--- src/design/ok2rgb_pkg.sv ---
`timescale 1ns / 1ps
`default_nettype none
// ----------------------------------------------------------------------------
// ok2rgb_pkg
// Shared widths, value types and matrix coefficients for the Oklab to
// linear sRGB pipeline.
// ----------------------------------------------------------------------------
package ok2rgb_pkg;

    // Fraction bits of the pixel components (Q2.14 at the default).
    localparam int FRAC_BITS  = 14;
    // Fraction bits of the matrix coefficients.
    localparam int COEF_BITS  = 30;

    localparam int COMP_W     = 16;
    // l', m', s' in pixel units: |L| + |a| + |b| scaled stays below 2^17.
    localparam int P_W        = 18;
    localparam int SQ_W       = 2 * P_W;
    localparam int PC_W       = 3 * P_W;
    localparam int CUBE_W     = PC_W - 2 * FRAC_BITS;

    localparam int LMS_COEF_W = 32;
    localparam int LMS_PROD_W = LMS_COEF_W + COMP_W;
    localparam int LMS_ACC_W  = LMS_PROD_W + 2;

    localparam int RGB_COEF_W = 34;
    localparam int RGB_PROD_W = RGB_COEF_W + CUBE_W;
    localparam int RGB_ACC_W  = RGB_PROD_W + 2;
    localparam int RGB_RND_W  = RGB_ACC_W - COEF_BITS;

    typedef logic signed [COMP_W-1:0]     comp_t;
    typedef logic signed [P_W-1:0]        lms_val_t;
    typedef logic signed [CUBE_W-1:0]     cube_val_t;
    typedef logic signed [LMS_COEF_W-1:0] lms_coef_t;
    typedef logic signed [RGB_COEF_W-1:0] rgb_coef_t;

    localparam logic [63:0] DEC_SCALE = 64'd10000000000;

    // Decimal value times 1e10 to Q(COEF_BITS), magnitude rounded half up.
    function automatic logic signed [63:0] to_q(input logic signed [63:0] dec);
        logic [63:0] mag;
        logic [63:0] whole;
        logic [63:0] rem;
        logic [63:0] q;
        mag   = (dec < 0) ? 64'(-dec) : 64'(dec);
        whole = mag / DEC_SCALE;
        rem   = mag % DEC_SCALE;
        q     = (whole << COEF_BITS) + (((rem << COEF_BITS) + DEC_SCALE / 2) / DEC_SCALE);
        return (dec < 0) ? $signed(-q) : $signed(q);
    endfunction

    // a and b weights of l', m', s' (L weight is one).
    localparam lms_coef_t LMS_COEF [3][2] = '{
        '{LMS_COEF_W'(to_q( 64'sd3963377774)),  LMS_COEF_W'(to_q( 64'sd2158037573))},
        '{LMS_COEF_W'(to_q(-64'sd1055613458)),  LMS_COEF_W'(to_q(-64'sd638541728))},
        '{LMS_COEF_W'(to_q(-64'sd894841775)),   LMS_COEF_W'(to_q(-64'sd12914855480))}
    };

    localparam rgb_coef_t RGB_COEF [3][3] = '{
        '{RGB_COEF_W'(to_q( 64'sd40767416621)), RGB_COEF_W'(to_q(-64'sd33077115913)),
          RGB_COEF_W'(to_q( 64'sd2309699292))},
        '{RGB_COEF_W'(to_q(-64'sd12684380046)), RGB_COEF_W'(to_q( 64'sd26097574011)),
          RGB_COEF_W'(to_q(-64'sd3413193965))},
        '{RGB_COEF_W'(to_q(-64'sd41960863)),    RGB_COEF_W'(to_q(-64'sd7034186147)),
          RGB_COEF_W'(to_q( 64'sd17076147010))}
    };

    localparam comp_t COMP_MAX = 16'sh7FFF;
    localparam comp_t COMP_MIN = -16'sh8000;

endpackage : ok2rgb_pkg
`default_nettype wire

--- src/design/ok2rgb_lms.sv ---
`timescale 1ns / 1ps
`default_nettype none
// ----------------------------------------------------------------------------
// ok2rgb_lms
// First matrix: l', m', s' = L + ka*a + kb*b, two register stages
// (products, then sum and round).
// ----------------------------------------------------------------------------
module ok2rgb_lms (
    input  wire logic                 aclk,
    input  wire logic                 aresetn,
    input  wire logic                 in_valid,
    output logic                      in_ready,
    input  wire ok2rgb_pkg::comp_t    lightness,
    input  wire ok2rgb_pkg::comp_t    green_red_axis,
    input  wire ok2rgb_pkg::comp_t    blue_yellow_axis,
    output logic                      out_valid,
    input  wire logic                 out_ready,
    output ok2rgb_pkg::lms_val_t      lms_data [3]
);
    import ok2rgb_pkg::*;

    localparam logic signed [LMS_ACC_W-1:0] HALF =
        LMS_ACC_W'(64'sd1 <<< (COEF_BITS - 1));

    logic                          valid1_reg;
    logic                          valid2_reg;
    logic                          adv1;
    logic                          adv2;
    comp_t                         lum_reg;
    logic signed [LMS_PROD_W-1:0]  pa_reg [3];
    logic signed [LMS_PROD_W-1:0]  pb_reg [3];
    logic signed [LMS_PROD_W-1:0]  pa_next [3];
    logic signed [LMS_PROD_W-1:0]  pb_next [3];
    lms_val_t                      p_reg [3];
    lms_val_t                      p_next [3];
    logic signed [LMS_ACC_W-1:0]   acc [3];

    assign adv2     = !valid2_reg || out_ready;
    assign adv1     = !valid1_reg || adv2;
    assign in_ready = adv1;

    always_comb begin
        for (int i = 0; i < 3; i++) begin
            pa_next[i] = LMS_COEF[i][0] * green_red_axis;
            pb_next[i] = LMS_COEF[i][1] * blue_yellow_axis;
            acc[i]     = LMS_ACC_W'($signed({lum_reg, {COEF_BITS{1'b0}}}))
                       + LMS_ACC_W'(pa_reg[i]) + LMS_ACC_W'(pb_reg[i]) + HALF;
            p_next[i]  = acc[i][COEF_BITS +: P_W];
        end
    end

    always_ff @(posedge aclk) begin
        if (!aresetn) begin
            valid1_reg <= 1'b0;
            valid2_reg <= 1'b0;
        end else begin
            if (adv1) begin
                valid1_reg <= in_valid;
            end
            if (adv2) begin
                valid2_reg <= valid1_reg;
            end
        end
    end

    always_ff @(posedge aclk) begin
        if (adv1 && in_valid) begin
            lum_reg <= lightness;
            pa_reg  <= pa_next;
            pb_reg  <= pb_next;
        end
        if (adv2 && valid1_reg) begin
            p_reg <= p_next;
        end
    end

    assign out_valid = valid2_reg;
    assign lms_data  = p_reg;

endmodule : ok2rgb_lms
`default_nettype wire

--- config.mk ---
export PLATFORM = sky130hd
export DESIGN_NAME = ok2rgb_lms
export DESIGN_NICKNAME = d
export VERILOG_FILES = /design/src/design/ok2rgb_pkg.sv /design/src/design/ok2rgb_lms.sv
export SDC_FILE = /design/constraint.sdc
export NUM_CORES = 2
export LEC_CHECK = 0
export ABC_AREA = 1
export BUFFER_PORTS_ARGS = -buffer_cell sky130_fd_sc_hd__buf_4
export CAP_MARGIN = 25
export CORE_UTILIZATION = 50
export DETAILED_ROUTE_END_ITERATION = 10
export PLACE_DENSITY = 0.68
export REMOVE_ABC_BUFFERS = 1
export SYNTH_ARGS = -nofsm -noshare
export SYNTH_HDL_FRONTEND = slang
export SYNTH_SLANG_ARGS = --single-unit
--- constraint.sdc ---
create_clock -name aclk -period 15.05 [get_ports aclk]
set_input_delay 0.7525 -clock aclk [delete_from_list [all_inputs] [get_ports aclk]]
set_output_delay 0.7525 -clock aclk [all_outputs]
set_load 0.1 [all_outputs]
==> run_results.csv <==
group,metric,value,unit
finish,largest_reg_flops,118,
sta,tns,0,ns
yosys,synth_flop_cell,"edfxtp_1",
die,die_area,129000,um2
finish,final.fill_count,12009,
yosys,synth_edf_count,302,
clock_network,clk_latency,0.64,ns
clock_network,clockRootBuffer,"clkbuf_16",
die,fp.dieH,359,um
yosys,synthAdderAreaFrac,0.483,
hold_path,hold_class,"in2reg",
placed_design,place_congestion,1.04,
route,ant_nets,0,
finish,post-route-cell-area,68000,um2
sta,slew_violations,0,
yosys,async_flop_share,0,
clock_network,cts_resized,0,
clock_network,postCtsSetupRepairBufs,0,
route,drc,0,
route,drt_iter0_markers,4425,
clock_network,clock-sinks,304,
run,drv_cap,0,
global_route,grt_pass1_wl,336,mm
finish,ff_latch_area,9110,um2
global_route,antenna_found_initial,4,
placed_design,hpwl,199,mm
hold_path,hold_path_end,"lum_reg[13]$_DFFE_PP_",
sta,rsz0062_at_grt,"false",
clock_network,cts_buffers,40,
sta,period_share,0.437,
setup_path,critical_path_class,"in2reg",
die,num_rows,130,
global_route,grt_pass1_vias,53098,
die,fp.coreArea,126000,um2
setup_path,r2r-end,"lms_data[17]$_DFFE_PP_",
die,pin_count,108,
global_route,grt_max_degree,147,
finish,layout.nets,9742,
finish,mostFrequentLayoutCell,"inv_1",
setup_path,r2r_slack,11.65,ns
hold_path,min-delay-start,"lightness[13]",
yosys,yosys.area_share.simple,0.175,
global_route,overflow,0,
global_route,groute.usage.overall,0.354,
setup_path,worstSetupEndpointType,"flop",
setup_path,r2r_start,"lum_reg[12]$_DFFE_PP_",
setup_path,reg2reg_depth,9,
setup_path,cp.required,15.42,ns
yosys,synth_mux_area_frac,0,
yosys,synthCells,7651,
yosys,synth_cell_types,44,
finish,multi_input_area,47400,um2
route,wire_per_inst,23.7,um
yosys,avgSynthCellArea,8.32,um2
setup_path,crit_path_max_fanout,10,
die,die_width,359,um
route,num_vias,51793,
clock_network,clk_path_buf_depth,3,
yosys,ys_ff_latch,304,
hold_path,hold_path_depth,1,
yosys,synth_compound_area_frac,0.0636,
sta,max_freq,152,MHz
sta,relSlewSlack,0.292,
setup_path,crit_path_start_kind,"input port",
sta,setup_violations,0,
clock_network,cts_tree,"done",
yosys,ys_seq_area_frac,0.143,
route,via_per_inst,5.46,
sta,period_minus_slack,6.57,ns
sta,worst_pin_slew,1.06,ns
clock_network,holdBufCountCts,0,
yosys,synth_top_family_by_area,"adder cells",
outcome,outcome,"complete, no violations",
setup_path,cp.arrival,6.94,ns
finish,area_growth,6.76,%
yosys,synth_xor_area_frac,0.0215,
placed_design,place_area,66600,um2
finish,drive_above_1_share,0.0379,
placed_design,io_buffers,107,
yosys,syn_area,63700,um2
die,initial_utilization,0.506,
sta,skew,0.0334,ns
clock_network,cts_max_level,2,
finish,final_cell_mix,"inv_1, nand2_1, fa_1",
route,first_pass_iters,6,
sta,final_hold_viol_count,0,
clock_network,cts.clk_slew.worst_paths,0.06,ns
route,route.final.wire_length,225,mm
yosys,yosysWarnings,0,
[synth_stat cells, types with 13 or more instances]
library cell	n	share of area
edfxtp_1	302	0.14
o21ai_0	192	0.015
or2_2	18	0.0018
nand3_1	270	0.021
ha_1	925	0.18
nand4_1	89	0.0087
xnor2_1	30	0.0041
a21oi_2	13	0.0018
nor4_1	14	0.0014
fa_1	959	0.30
o21ai_1	14	0.0011
a31oi_1	16	0.0016
xor2_1	126	0.017
nor3_1	53	0.0042
nor3_2	13	0.0020
nand3b_1	27	0.0032
a21o_1	33	0.0039
a21oi_1	352	0.028
o21a_1	13	0.0015
nor2_1	591	0.035
o21bai_1	58	0.0068
nand2_2	30	0.0029
inv_1	1914	0.11
nand2_1	1516	0.089
[worst max path at each step]
stage,startpoint,to,slack (ns),depth (start not counted)
after global placement,green_red_axis[1],pa_reg[43]$_DFFE_PP_,8.03,19
after floorplan,out_valid$_SDFFE_PN0P_,lum_reg[0]$_DFFE_PP_,7.85,3
after global routing,green_red_axis[1],pa_reg[43]$_DFFE_PP_,8.23,19
after detailed placement,green_red_axis[1],pa_reg[43]$_DFFE_PP_,7.93,19
after CTS,green_red_axis[1],pa_reg[43]$_DFFE_PP_,8.56,19
final,green_red_axis[1],pa_reg[43]$_DFFE_PP_,8.48,19
[stage by stage]
step                      worst slack, ns  utilization  hold WS, ns  cells
after floorplan                      7.85            -        0.447   7650
after global placement               8.03        0.529        0.515   9414
after detailed placement             7.93        0.529        0.531   9414
after CTS                            8.56        0.540        0.285   9488
after global routing                 8.23        0.540        0.299   9488
final                                8.48        0.540        0.312   9490
[layout make-up]
cell class | instances | share of cell area
inverter | 1917 | 0.106
tap | 1650 | 0.0304
clock buffer | 46 | 0.0154
clock inverter | 28 | 0.00451
timing repair buffer | 114 | 0.0128
multi-input combinational | 5429 | 0.697
sequential | 304 | 0.134
antenna | 2 | 0.0000736
[critical path, stage by stage]
cell and delay (ns):
buf_4 0.18, fa_1 0.91, inv_1 0.25, fa_1 0.66
inv_1 0.21, fa_1 0.67, inv_1 0.18, fa_1 0.49
fa_1 0.52, fa_1 0.66, inv_1 0.09, ha_1 0.39
inv_1 0.09, nor3_1 0.27, nand2_1 0.12, nor2_1 0.18
nand3_1 0.12, nand3_1 0.12, nand2_1 0.06
[cells by family (layout without fill, tap and decap cells)]
group,count (synthesis),in the layout
xor gates and xnor gates,156,156
and+or+nand+nor,2670,2670
buffers and inverters,1918,2105
other,0,2
adders and majority gates,1884,1884
AOI/OAI and AO/OA,719,719
DFF,304,304
[per-layer routing]
metal  track usage  vias to the layer above  wire [um]
met5             0                        -         14
met4         0.132                        2       9910
met3        0.0959                      330      22500
met2         0.523                     2117      94100
met1         0.495                    25210      98100
li1              -                    24134          -
Power is not shown: default switching activity piles up to over one toggle a cycle in this logic, so the estimate is an artifact.
